$ cat config.mk
export PLATFORM = sky130hd
export DESIGN_NAME = rsq_horner_cell
export DESIGN_NICKNAME = d
export VERILOG_FILES = /design/src/hw/rtl/rsq_pkg.sv /design/src/hw/rtl/rsq_horner_cell.sv
export SDC_FILE = /design/constraint.sdc
export NUM_CORES = 2
export LEC_CHECK = 0
export ABC_AREA = 1
export CAP_MARGIN = 15
export CORE_MARGIN = 4
export CORE_UTILIZATION = 55
export DETAILED_ROUTE_END_ITERATION = 12
export DONT_BUFFER_PORTS = 1
export GPL_TIMING_DRIVEN = 0
export PLACE_DENSITY = 0.7
export SETUP_SLACK_MARGIN = 0.15
export SLEW_MARGIN = 15
export SYNTH_ARGS = -nofsm -noshare
export SYNTH_HDL_FRONTEND = slang
export SYNTH_SLANG_ARGS = --single-unit
$ cat constraint.sdc
create_clock -name clk -period 30.3 [get_ports clk]
set_input_delay 9.09 -clock clk [delete_from_list [all_inputs] [get_ports clk]]
set_output_delay 9.09 -clock clk [all_outputs]
set_load 0.005 [all_outputs]
$ cat src/hw/rtl/rsq_pkg.sv
`default_nettype none
package rsq_pkg;

  localparam int COORD_BITS = 32;
  localparam int ANGLE_BITS = 16;
  localparam int SIZE_BITS  = 24;
  localparam int RATIO_BITS = 16;
  localparam int FRAC_BITS  = 31;
  localparam int ACC_BITS   = 32;
  localparam int HALF_BITS  = 32;
  localparam int TRIG_BITS  = 17;
  localparam int PROD_BITS  = HALF_BITS + TRIG_BITS;
  localparam int SUM_BITS   = PROD_BITS + 1;
  localparam int RND_BITS   = SUM_BITS - 15;
  localparam int SAT_BITS   = ((COORD_BITS > RND_BITS) ? COORD_BITS : RND_BITS) + 2;

  localparam logic [ACC_BITS-1:0]  SIN_A   = 32'd1686629713;
  localparam logic [ACC_BITS-1:0]  SIN_B   = 32'd688904866;
  localparam logic [ACC_BITS-1:0]  SIN_C   = 32'd76016977;
  localparam logic [FRAC_BITS-1:0] ONE_Q30 = 31'd1073741824;
  localparam logic [RATIO_BITS-1:0] ASPECT_RESET = 16'd4096;

  typedef struct packed {
    logic signed [COORD_BITS-1:0] center_x;
    logic signed [COORD_BITS-1:0] center_y;
    logic signed [SIZE_BITS-1:0]  half_size;
    logic [ANGLE_BITS-1:0]        angle;
    logic [RATIO_BITS-1:0]        stretch_factor;
  } sprite_t;

  typedef struct packed {
    logic signed [COORD_BITS-1:0] corner0_x;
    logic signed [COORD_BITS-1:0] corner0_y;
    logic signed [COORD_BITS-1:0] corner1_x;
    logic signed [COORD_BITS-1:0] corner1_y;
    logic signed [COORD_BITS-1:0] corner2_x;
    logic signed [COORD_BITS-1:0] corner2_y;
    logic signed [COORD_BITS-1:0] corner3_x;
    logic signed [COORD_BITS-1:0] corner3_y;
  } quad_t;

  typedef struct packed {
    logic [ACC_BITS-1:0]  acc;
    logic [FRAC_BITS-1:0] x2;
    logic [FRAC_BITS-1:0] f;
    logic [1:0]           quad;
    logic                 zero;
  } lane_t;

  typedef struct packed {
    logic signed [COORD_BITS-1:0] cx;
    logic signed [COORD_BITS-1:0] cy;
    logic signed [HALF_BITS-1:0]  hw;
    logic signed [HALF_BITS-1:0]  hh;
  } ctx_t;

endpackage
`default_nettype wire

$ cat src/hw/rtl/rsq_horner_cell.sv
`default_nettype none
module rsq_horner_cell #(
  parameter logic [31:0] K = rsq_pkg::SIN_B
) (
  input  wire logic           clk,
  input  wire logic           en,
  input  wire rsq_pkg::lane_t lane_in,
  output rsq_pkg::lane_t      lane_out
);
  import rsq_pkg::*;

  logic [2*ACC_BITS-1:0] prod;
  lane_t                 lane_out_next;

  assign prod = (2*ACC_BITS)'(lane_in.acc) * (2*ACC_BITS)'(lane_in.x2);

  always_comb begin
    lane_out_next     = lane_in;
    lane_out_next.acc = K - prod[ACC_BITS+29:30];
  end

  always_ff @(posedge clk) begin
    if (en) begin
      lane_out <= lane_out_next;
    end
  end

endmodule
`default_nettype wire

After elaboration in Yosys (flattened, before gate mapping)
Cells that the tools add are included.

operators by class
  add/subtract/negate cells = 1
  multiply operators = 1

operators by type and width
  operator                                                              count
  32-bit by 31-bit multiplier with 62-bit output                        1
  30-bit by 32-bit subtractor with 32-bit output, first input constant  1

storage, ports and cells
  flip-flop bits (word level) = 97
  input port bits = 99
  output and inout bits = 97
  logic and storage cells = 7

Depth between registers and ports, before layout
  word-level depth = 2
  depth in mapped cells = 43
  depth with buffers taken out = 41

Least setup slack after synthesis
OpenSTA, ideal clock, no wires.

  path kind = input-to-reg
  start = input port lane_in[87] (netlist bit)
  end = register lane_out[93] (netlist bit), data pin
  library setup time = 0.252 ns
  arrival time = 15.777 ns
  data required time = 30.048 ns
  path slack = 14.270 ns
  stages on the path = 37
  buffers on the path = 1
  cell sequence = clkbuf_1 > nand2_1 > fa_1 > inv_1 > fa_1 > inv_1 > fa_1 > inv_1 > fa_1 > fa_1 > fa_1 > fa_1 > inv_1 > fa_1 > inv_1 > ha_1 > nand2_1 > nor2_1 > inv_1 > o21bai_1 > inv_1 > nand2_1 > inv_1 > nand2_1 > nand2_1 > and2_1 > ha_1 > nor2_1 > nand3_1 > nand2_2 > nand2_1 > nand2_2 > nand2_1 > nand2_1 > nand2_1 > nand3_1 > nand2_1

RTL lines
  item                  RTL line               source
  from (decl)           rsq_horner_cell.sv:7   input wire rsq_pkg::lane_t lane_in,
  to (signal assigned)  rsq_horner_cell.sv:24  lane_out <= lane_out_next;
  to (decl)             rsq_horner_cell.sv:8   output rsq_pkg::lane_t lane_out

==> results_dict.tcl <==
set metrics [dict create \
    grt_pass1_vias 33090 \
    ctsLongestPathBuffers 2 \
    critPathSlowestCell "clkbuf_1" \
    fin_nets 6186 \
    rsz0062_at_grt "false" \
    clock_sinks 97 \
    post_cts_buffers 0 \
    netlist.area_leader.share 0.4524 \
    startpoint_type "input pin" \
    wl_per_cell_um 24.33 \
    start_util 0.5565 \
    crit_type "input pin to flip-flop" \
    antenna_found_initial 7 \
    crit_top_cell "nand2_1" \
    first_iter_violations 3608 \
    clk_pin_slew_ns 0.10 \
    grt_usage 0.3970 \
    stdcell_area_mm2 0.03973 \
    cts_root_buf "clkbuf_16" \
    finalCriticalPeriod_ns 17.31 \
    die_area_mm2 0.07380 \
    max_flop_register "lane_out" \
    ys_warn_count 0 \
    rows 96 \
    ys_seq_area_frac 0.07618 \
    maxCapViolCount 0 \
    relSlewSlack 0.03642 \
    netlist_instances 4963 \
    grt_pass1_wl_um 211500 \
    tightest_slew_ns 1.445 \
    wl_um 143900 \
    area_delta_synth_final_pct 3.911 \
    hold_violations 0 \
    cts_tree "built" \
    syn_nets 6174 \
    drc 0 \
    cp_top_family "adder cells" \
    syn_area_mm2 0.03823 \
    largest_register_ffs 97 \
    drt_first_pass_iters 6 \
    port_buffers 0 \
    synth_cell_types 35 \
    die_w_um 271.7 \
    dp_hpwl_um 116400 \
    final_util 0.5783 \
    ant_nets 0 \
    cp.depth 33 \
    cp_max_fo 10 \
    worst-path-buf-inv 7 \
    crit_path_start "lane_in[39]" \
    gp_congestion 1.015 \
    yosysTopAreaCell "fa_1" \
    vias_per_cell 5.477 \
    die_h_um 271.7 \
    synth_edf_count 97 \
    place_area_mm2 0.03940 \
    holdCritPathClass "input pin to flip-flop" \
    cpPeakStageDelay_ns 1.03 \
    drive_above_1_share 0.02189 \
    htree_levels 3 \
    finalCritPeriodShare 0.5714 \
    fmax_ghz 0.05776 \
    synth_top_flop_cell "edfxtp_1" \
    setup_viol 0 \
    route.vias.total 32400 \
    required_ns 30.45 \
    cp-endpoint "lane_out[88]" \
    grt_max_degree 98 \
    grt.overflow.total 0 \
    pin_count 196 \
    status "finished clean" \
    finalSetupTns_ns 0 \
    cts_resized 0 \
    synthTopCellsByCount "1538 x nand2_1, 1526 x inv_1, 864 x fa_1" \
    synthArstFlopShare 0 \
    yosysMostFrequentCell "nand2_1" \
    cts_hold_buf 0 \
    ys_seq_elements 97 \
    core_area_mm2 0.06871 \
    cts_inserted_buffers 9 \
    crit_arrival_ns 17.46 \
    synth.avg_cell_area_um2 7.704 \
    crit_path_end_kind "flip-flop" \
    synthTopCellsByArea "fa_1 45%, nand2_1 15%, inv_1 15%" \
    reg.largest.list "lane_out: 97 flops" \
    maxSlewViolCount 0 \
]
-- cell families (layout without fill, tap and decap cells) --
| group | count (synthesis) | after routing | share of synthesized area |
|---|---|---|---|
| buf+inv | 1725 | 1742 | 0.1694 |
| flops | 97 | 97 | 0.07618 |
| simple gates | 1876 | 1876 | 0.1966 |
| fa+ha+maj | 1112 | 1112 | 0.5335 |
| other cells | 0 | 4 | 0 |
| compound gates | 126 | 126 | 0.01787 |
| xor+xnor | 27 | 27 | 0.006381 |
-- cell usage in the layout (no fill, tap or decap), types with 2 or more instances in the layout --
master,instances
a21boi_0,2
a21oi_1,68
a21oi_2,4
and2_1,4
buf_1,4
clkbuf_1,179
clkbuf_16,9
clkbuf_2,7
clkinv_1,2
diode_2,4
edfxtp_1,97
fa_1,864
ha_1,248
inv_1,1526
inv_2,8
nand2_1,1538
nand2_2,32
nand3_1,94
nand3_2,7
nand3b_1,7
nand4_1,14
nor2_1,134
nor2_2,20
nor2_4,8
nor3_1,12
nor3_2,5
o21ai_0,34
o21ai_1,6
o21bai_1,8
xnor2_1,7
xor2_1,19
-- final cells by class --
type	count	area [µm²]
fill	6631	28980
multi-input combinational	3141	28850
inverter	1536	5766
sequential	97	2913
tap	931	1165
buffer	189	719.4
clock buffer	11	232.7
clock inverter	5	63.81
timing repair buffer	1	15.01
antenna	4	10.01
-- per-layer routing --
metal | routed length, µm | vias to the layer above | GRT usage | share of wire
met4 | 12020 | 17 | 0.2562 | 0.084
met5 | 241 | - | 0.01053 | 0.0017
met3 | 19590 | 544 | 0.1371 | 0.14
met2 | 61180 | 2020 | 0.5930 | 0.43
li1 | - | 13890 | - | -
met1 | 50860 | 15930 | 0.4923 | 0.35
-- per-stage QoR --
| step | worst slack, ns | instances | hold slack, ns |
|---|---|---|---|
| floorplan | 14.27 | 4963 | 9.189 |
| global placement | 12.79 | 5894 | 9.189 |
| global route | 12.53 | 5911 | 8.761 |
| finish | 12.99 | 5915 | 8.778 |
| CTS | 13.22 | 5910 | 8.762 |
| detailed placement | 12.82 | 5894 | 9.189 |
-- how the worst min path moves through the flow --
stage,start,to,depth (start not counted)
final,lane_in[58],lane_out[58],0
after CTS,lane_in[58],lane_out[58],0
after global placement,lane_in[0],lane_out[0],0
after global routing,lane_in[58],lane_out[58],0
after detailed placement,lane_in[0],lane_out[0],0
after floorplan,lane_in[0],lane_out[0],0
Power is not shown: default switching activity piles up to over one toggle a cycle in this logic, so the estimate is an artifact.
