==> src/hw/rtl/rsq_pkg.sv <==
`default_nettype none
package rsq_pkg;

  localparam int COORD_BITS = 32;
  localparam int ANGLE_BITS = 16;
  localparam int SIZE_BITS  = 24;
  localparam int RATIO_BITS = 16;
  localparam int FRAC_BITS  = 31;
  localparam int ACC_BITS   = 32;
  localparam int HALF_BITS  = 32;
  localparam int TRIG_BITS  = 17;
  localparam int PROD_BITS  = HALF_BITS + TRIG_BITS;
  localparam int SUM_BITS   = PROD_BITS + 1;
  localparam int RND_BITS   = SUM_BITS - 15;
  localparam int SAT_BITS   = ((COORD_BITS > RND_BITS) ? COORD_BITS : RND_BITS) + 2;

  localparam logic [ACC_BITS-1:0]  SIN_A   = 32'd1686629713;
  localparam logic [ACC_BITS-1:0]  SIN_B   = 32'd688904866;
  localparam logic [ACC_BITS-1:0]  SIN_C   = 32'd76016977;
  localparam logic [FRAC_BITS-1:0] ONE_Q30 = 31'd1073741824;
  localparam logic [RATIO_BITS-1:0] ASPECT_RESET = 16'd4096;

  typedef struct packed {
    logic signed [COORD_BITS-1:0] center_x;
    logic signed [COORD_BITS-1:0] center_y;
    logic signed [SIZE_BITS-1:0]  half_size;
    logic [ANGLE_BITS-1:0]        angle;
    logic [RATIO_BITS-1:0]        stretch_factor;
  } sprite_t;

  typedef struct packed {
    logic signed [COORD_BITS-1:0] corner0_x;
    logic signed [COORD_BITS-1:0] corner0_y;
    logic signed [COORD_BITS-1:0] corner1_x;
    logic signed [COORD_BITS-1:0] corner1_y;
    logic signed [COORD_BITS-1:0] corner2_x;
    logic signed [COORD_BITS-1:0] corner2_y;
    logic signed [COORD_BITS-1:0] corner3_x;
    logic signed [COORD_BITS-1:0] corner3_y;
  } quad_t;

  typedef struct packed {
    logic [ACC_BITS-1:0]  acc;
    logic [FRAC_BITS-1:0] x2;
    logic [FRAC_BITS-1:0] f;
    logic [1:0]           quad;
    logic                 zero;
  } lane_t;

  typedef struct packed {
    logic signed [COORD_BITS-1:0] cx;
    logic signed [COORD_BITS-1:0] cy;
    logic signed [HALF_BITS-1:0]  hw;
    logic signed [HALF_BITS-1:0]  hh;
  } ctx_t;

endpackage
`default_nettype wire

==> src/hw/rtl/rsq_coord_cell.sv <==
`default_nettype none
module rsq_coord_cell #(
  parameter bit NEG_P = 1'b0,
  parameter bit NEG_Q = 1'b0
) (
  input  wire logic                                 clk,
  input  wire logic                                 en,
  input  wire logic signed [rsq_pkg::PROD_BITS-1:0] p,
  input  wire logic signed [rsq_pkg::PROD_BITS-1:0] q,
  input  wire logic signed [rsq_pkg::COORD_BITS-1:0] center,
  output logic signed [rsq_pkg::COORD_BITS-1:0]      coord
);
  import rsq_pkg::*;

  localparam logic signed [SAT_BITS-1:0] HI = SAT_BITS'((64'sd1 <<< (COORD_BITS - 1)) - 64'sd1);
  localparam logic signed [SAT_BITS-1:0] LO = -HI - SAT_BITS'(1);

  logic signed [SUM_BITS-1:0]   tp, tq, sum, biased;
  logic signed [RND_BITS-1:0]   rnd;
  logic signed [RND_BITS-1:0]   rnd_r;
  logic signed [COORD_BITS-1:0] center_r;
  logic signed [SAT_BITS-1:0]   total;
  logic signed [COORD_BITS-1:0] coord_next;

  always_comb begin
    tp     = NEG_P ? -SUM_BITS'(p) : SUM_BITS'(p);
    tq     = NEG_Q ? -SUM_BITS'(q) : SUM_BITS'(q);
    sum    = tp + tq;
    biased = sum + SUM_BITS'(16384);
    rnd    = RND_BITS'(biased >>> 15);
  end

  always_comb begin
    total = SAT_BITS'(rnd_r) + SAT_BITS'(center_r);
    if (total > HI) begin
      coord_next = COORD_BITS'(HI);
    end else if (total < LO) begin
      coord_next = COORD_BITS'(LO);
    end else begin
      coord_next = COORD_BITS'(total);
    end
  end

  always_ff @(posedge clk) begin
    if (en) begin
      rnd_r    <= rnd;
      center_r <= center;
      coord    <= coord_next;
    end
  end

endmodule
`default_nettype wire

==> config.mk <==
export PLATFORM = sky130hd
export DESIGN_NAME = rsq_coord_cell
export DESIGN_NICKNAME = d
export VERILOG_FILES = /design/src/hw/rtl/rsq_pkg.sv /design/src/hw/rtl/rsq_coord_cell.sv
export SDC_FILE = /design/constraint.sdc
export NUM_CORES = 1
export LEC_CHECK = 0
export ABC_AREA = 1
export BUFFER_PORTS_ARGS = -buffer_cell sky130_fd_sc_hd__buf_2
export CAP_MARGIN = 5
export CORE_AREA = 3 3 158 160
export DETAILED_ROUTE_END_ITERATION = 8
export DIE_AREA = 0 0 161 163
export HOLD_SLACK_MARGIN = 0.06
export PLACE_DENSITY = 0.71
export SLEW_MARGIN = 15
export SYNTH_ARGS = -nofsm -noshare
export SYNTH_HDL_FRONTEND = slang
export SYNTH_SLANG_ARGS = --single-unit
==> constraint.sdc <==
create_clock -name clk -period 2.15 [get_ports clk]
set_input_delay 0.1075 -clock clk [delete_from_list [all_inputs] [get_ports clk]]
set_output_delay 0.1075 -clock clk [all_outputs]
set_load 0.005 [all_outputs]
Yosys cells after proc, flatten, opt, wreduce, memory -nomap -nowiden
Cells that the tools add are included.
- bits in registers: 99
- latch bits: 0
- RAM bits: 0
- bits in read-only memories: 0
- bits of input ports: 132
- output and inout port bits: 32
- word-level logic and storage cells: 9
- memories kept: 0
- add/sub/neg operators: 3
- multipliers: 0
- div/mod/pow operators: 0
- $lt $le $gt $ge: 2
- equality and inequality tests: 0
- shifts and indexed selects: 0
- multiplexer cells: 1
- bitwise gates (word level): 0
- reductions and logical operators: 0
- operator list (kind ; number):
    49-bit by 49-bit adder with 50-bit output ; 1
    50-bit by 16-bit adder with 50-bit output, second input constant ; 1
    35-bit by 32-bit adder with 36-bit output ; 1
    36-bit by 32-bit > comparator with 1-bit output, second input constant ; 1
    36-bit by 32-bit < comparator with 1-bit output, second input constant ; 1
    32-bit 2-to-1 mux ; 1

Logic depth before layout (Yosys ltp)
- depth in word-level cells: 3
- depth in mapped cells: 18

Least setup slack after synthesis
Ideal clock, no wire load.
- kind: register to register
- start: register rnd_r[0]
- end: register coord[10] (netlist name), data pin
- library setup time: 0.252 ns
- arrival time: 2.135 ns
- required time: 1.898 ns
- path slack: -0.238 ns
- cell stages (with the launch flop): 17
- buffers on the path: 1
- clock period less this slack: 2.388 ns
- cell sequence: edfxtp_1 ha_1 fa_1 nand3_1 nand3_2 nand2_1 nand2_2 nand2_1 nand2_2 nand2_1 nand3_1 nand2_1 and2_1 nand2_1 nand2_2 buf_6 nand2_1
- cells in the longest elaborated chain, start to end: 3
- elaborated cells between the ends (all ways): 4
- classes of those cells: add/sub (1); order compare (2); mux (1)
- ends and longest elaborated chain (element ; line ; text):
    start: declaration ; rsq_coord_cell.sv:20 ; logic signed [RND_BITS-1:0] rnd_r;
    start signal: assignment ; rsq_coord_cell.sv:46 ; rnd_r <= rnd;
    35-bit by 32-bit adder with 36-bit output (*) ; rsq_coord_cell.sv:34 ; total = SAT_BITS'(rnd_r) + SAT_BITS'(center_r);
    36-bit by 32-bit < comparator with 1-bit output ; rsq_coord_cell.sv:37 ; end else if (total < LO) begin
    32-bit 2-to-1 mux ; rsq_coord_cell.sv:37 ;
    end signal: assignment ; rsq_coord_cell.sv:48 ; coord <= coord_next;
    end: declaration ; rsq_coord_cell.sv:11 ; output logic signed [rsq_pkg::COORD_BITS-1:0] coord
Every way passes the cells marked *; elsewhere a longest branch is shown, timed or not.
A chain may end at the register's enable or synchronous reset.

Worst setup path in the final report
- start: register rnd_r[0]
- end: register coord[2] (netlist name), data pin
Same word-level chain as after synthesis.

==> run_results.csv <==
group,metric,value,unit
timing,hold_viol,0,
job,cap_violations,0,
yosys,synth.top_cells.by_count,"415 x nand2_1, 174 x inv_1, 130 x ha_1",
layout,num-fill-cells,2099,
yosys,synth-main-ff-cell,"edfxtp_1",
yosys,synth_mux_area_share,0,%
min_path,hp-class,"in -> reg",
yosys,synth_compound_area_share,10.04,%
yosys,synth_top_family_by_area,"simple AND/OR/NAND/NOR gates",
yosys,synth_edf_count,99,
worst_setup_path,path_class,"reg -> reg",
drt,drc,0,
worst_setup_path,slowest_delay,0.40,ns
power,p_leak,7.030,nW
worst_setup_path,crit_path_end_kind,"flop",
min_path,min_path_cells,5,
cts,cts_max_level,3,
cts,clockBufferDepth,2,
floorplanning,die_x,161,um
drt,via_count,10023,
outcome,status,"complete, but fails checks",
floorplanning,start_util,40.18,%
place,portBuffers,163,
cts,cts_root_buf,"clkbuf_16",
cts,cts_buffers,9,
yosys,synth_nets,1547,
layout,design_area,14150,um^2
floorplanning,core_area,23540,um^2
global_routing,overflow,0,
worst_setup_path,crit_fanout,8,
floorplanning,die_y,163,um
floorplanning,core.rowCount,56,
cts,clk_pin_slew_worst_paths,0.07,ns
power,power_frac_seq,26.6,%
place,placed_cell_area,12360,um^2
timing,rsz0062_at_grt,"yes",
drt,drt_iter0_drc,566,
layout,diodes,0,
power,ir_drop,0.4481,mV
cts,cts_tree,"done",
global_routing,grt_first_pass_wirelength,47090,um
cts,clk_latency,0.37,ns
floorplanning,num_io_pins,164,
worst_setup_path,cp_num_buf_inv,1,
worst_setup_path,rr_worst_depth,16,
place,dp_hpwl,24040,um
layout,seq_area,2973,um^2
drt,drt-total-wl,30020,um
timing,worst_pin_slew,0.4906,ns
timing,layout_setup_ws,-0.3169,ns
yosys,synthAdderAreaFrac,17.41,%
drt,dr.pass1.iters,6,
yosys,ys_seq_area_share,31.43,%
worst_setup_path,crit_slowest_cell,"edfxtp_1",
layout,drive_above_1_share,35.76,%
power,intPower,6.546,mW
yosys,synthXorXnorAreaFrac,5.370,%
worst_setup_path,path_cells,"ha_2 -> fa_2 -> nand3_2 -> nand3_2 -> nand2_2 -> nand2_2 -> nand2_2 -> nand2_2 -> nand2_2 -> nand3_2 -> nand2_4 -> and2_4 -> nand2_4 -> nand2_8 -> clkbuf_16 -> nand2_1",
floorplanning,dieArea,26240,um^2
worst_setup_path,arrival,2.58,ns
yosys,synth_area_leaders,"edfxtp_1 31%, ha_1 17%, nand2_1 16%",
timing,slew_violations,0,
timing,fin_tns_setup,-9.210,ns
power,p_switching,4.432,mW
worst_setup_path,start_kind,"flop",
power,clockPowerShare,14.3,%
worst_setup_path,cp_top_family,"simple AND/OR/NAND/NOR gates",
layout,multiInputGateArea,6813,um^2
global_routing,grt_pass1_vias,9974,
timing,fin_crit_sh,114.7,%
drt,vias_per_cell,4.889,
worst_setup_path,path_common_cell,"nand2_2",
drt,wl_per_cell,14.64,um
place,place.gp.congestion,0.9933,
outcome,violations,"negative setup slack",
yosys,ys_ff_latch,99,
worst_setup_path,required,2.26,ns
yosys,synth_cells,1284,
layout,nets,1989,
yosys,yosysTopAreaCellShare,31.43,%
power,swShare,40.37,%
timing,finalClockSkew,0.01360,ns
yosys,yosysMostFrequentCell,"nand2_1",
layout,area_growth,49.60,%
timing,setup_viol,32,
timing,slew_headroom,66.95,%
global_routing,track_usage,22.30,%
yosys,yosys.area.top_type,"edfxtp_1",
global_routing,grt_max_degree,65,
power,pwr_density_cell,775.8,nW/um^2
power,power_frac_comb,59.1,%
yosys,ys.warnings.count,0,
global_routing,antenna_found_initial,0,
cts,clkSinkCount,99,
yosys,syn_area,9459,um^2
timing,period_needed,2.467,ns
yosys,synthSimpleGateAreaFrac,27.98,%
yosys,avgSynthCellArea,7.367,um^2
yosys,ys_types,37,
worst_setup_path,critical_path_depth,16,
timing,fmax,0.4054,GHz
drt,ant_nets,0,
yosys,postSynth.asyncResetShare,0,%
[stage by stage]
| stage | total power [mW] | utilization [%] | hold WS [ns] | cells | setup slack, ns |
|---|---|---|---|---|---|
| 2_1_floorplan | 5.771 | - | 0.2064 | 1284 | -0.1230 |
| 3_3_place_gp | 8.032 | 52.48 | 0.2878 | 1988 | -0.4532 |
| 3_5_place_dp | 8.084 | 52.48 | 0.2856 | 1988 | -0.4635 |
| 4_1_cts | 10.12 | 57.08 | 0.2551 | 2042 | -0.2640 |
| 5_1_grt | 11.74 | 60.11 | 0.3003 | 2050 | -0.4380 |
| 6_report | 10.98 | 60.11 | 0.2520 | 2050 | -0.3169 |
[power groups by stage]
| stage | logic, mW | registers, mW | clock network [mW] |
|---|---|---|---|
| 4_1_cts | 5.63 | 2.90 | 1.59 |
| 3_3_place_gp | 5.16 | 2.88 | 0 |
| 5_1_grt | 7.11 | 2.96 | 1.67 |
| 2_1_floorplan | 2.89 | 2.88 | 0 |
| 6_report | 6.48 | 2.92 | 1.57 |
| 3_5_place_dp | 5.20 | 2.88 | 0 |
[area by class of cell]
type	count	share of cell area, %
multi-input cells	1004	48.14
repair buffers	434	21.19
flip-flops and latches	99	21.01
inverters	178	4.810
well taps	319	2.821
clock buffers	10	1.618
clock inverters	6	0.4067
[cells in the final DEF, fill, tap and decap left out, types with 6 or more instances in the layout]
cell type,instances
buf_4,235
o21bai_1,12
nor2_4,8
nand2_4,14
buf_2,162
xor2_1,41
edfxtp_1,99
nor2_2,26
xnor2_1,14
inv_1,174
nand4_1,10
clkbuf_16,10
ha_1,93
and3_1,6
nand2_2,55
a21o_1,9
ha_4,35
nand2_1,358
o21ai_0,26
nand3_1,36
nor2_1,93
a31oi_1,10
a21oi_2,25
nor3_1,10
nand3_2,10
dlygate4sd3_1,32
o21ai_1,9
a21oi_1,64
[sequential cells by signal (all words and copies together), names as in the netlist]
| name | flops |
|---|---|
| center_r | 32 |
| rnd_r | 35 |
| coord | 32 |
[timing repair]
item	4_1_cts	5_1_grt
endpoints found under the setup margin	32	55
setup buffers	5	4
endpoints found under the hold margin	32	0
pin swaps	15	33
resized for setup	63	155
cloned	1	4
hold buffers	32	0
[tightest hold or removal path: stages]
cell and delay (ns):
buf_2 0.09, inv_1 0.04, ha_1 0.16, nand2_1 0.06, nand2_1 0.04
[kinds of logic after synthesis]
group	count (synthesis)
AO/OA/AOI/OAI	170
adder cells (fa/ha/maj)	131
flip-flops	99
XOR/XNOR	58
AND/OR/NAND/NOR	642
buffers and inverters	184
[metal layers]
metal / vias up / track usage (%) / wire length, um
met2: 311 / 41.68 / 15280
met4: 0 / 7.978 / 1066
met3: 68 / 1.780 / 1248
li1: 5109 / - / -
met1: 4535 / 26.82 / 12430
met5: - / 0 / 0
[worst paths after layout]
check                   start   endpoint  slack (ns)
setup / recovery     rnd_r[0]   coord[2]       -0.32
hold / removal          q[48]  rnd_r[34]        0.25
setup reg to reg     rnd_r[0]   coord[2]       -0.32
hold reg to reg   center_r[0]   coord[0]        0.70
Note: power is estimated with default switching activity, not from simulation.
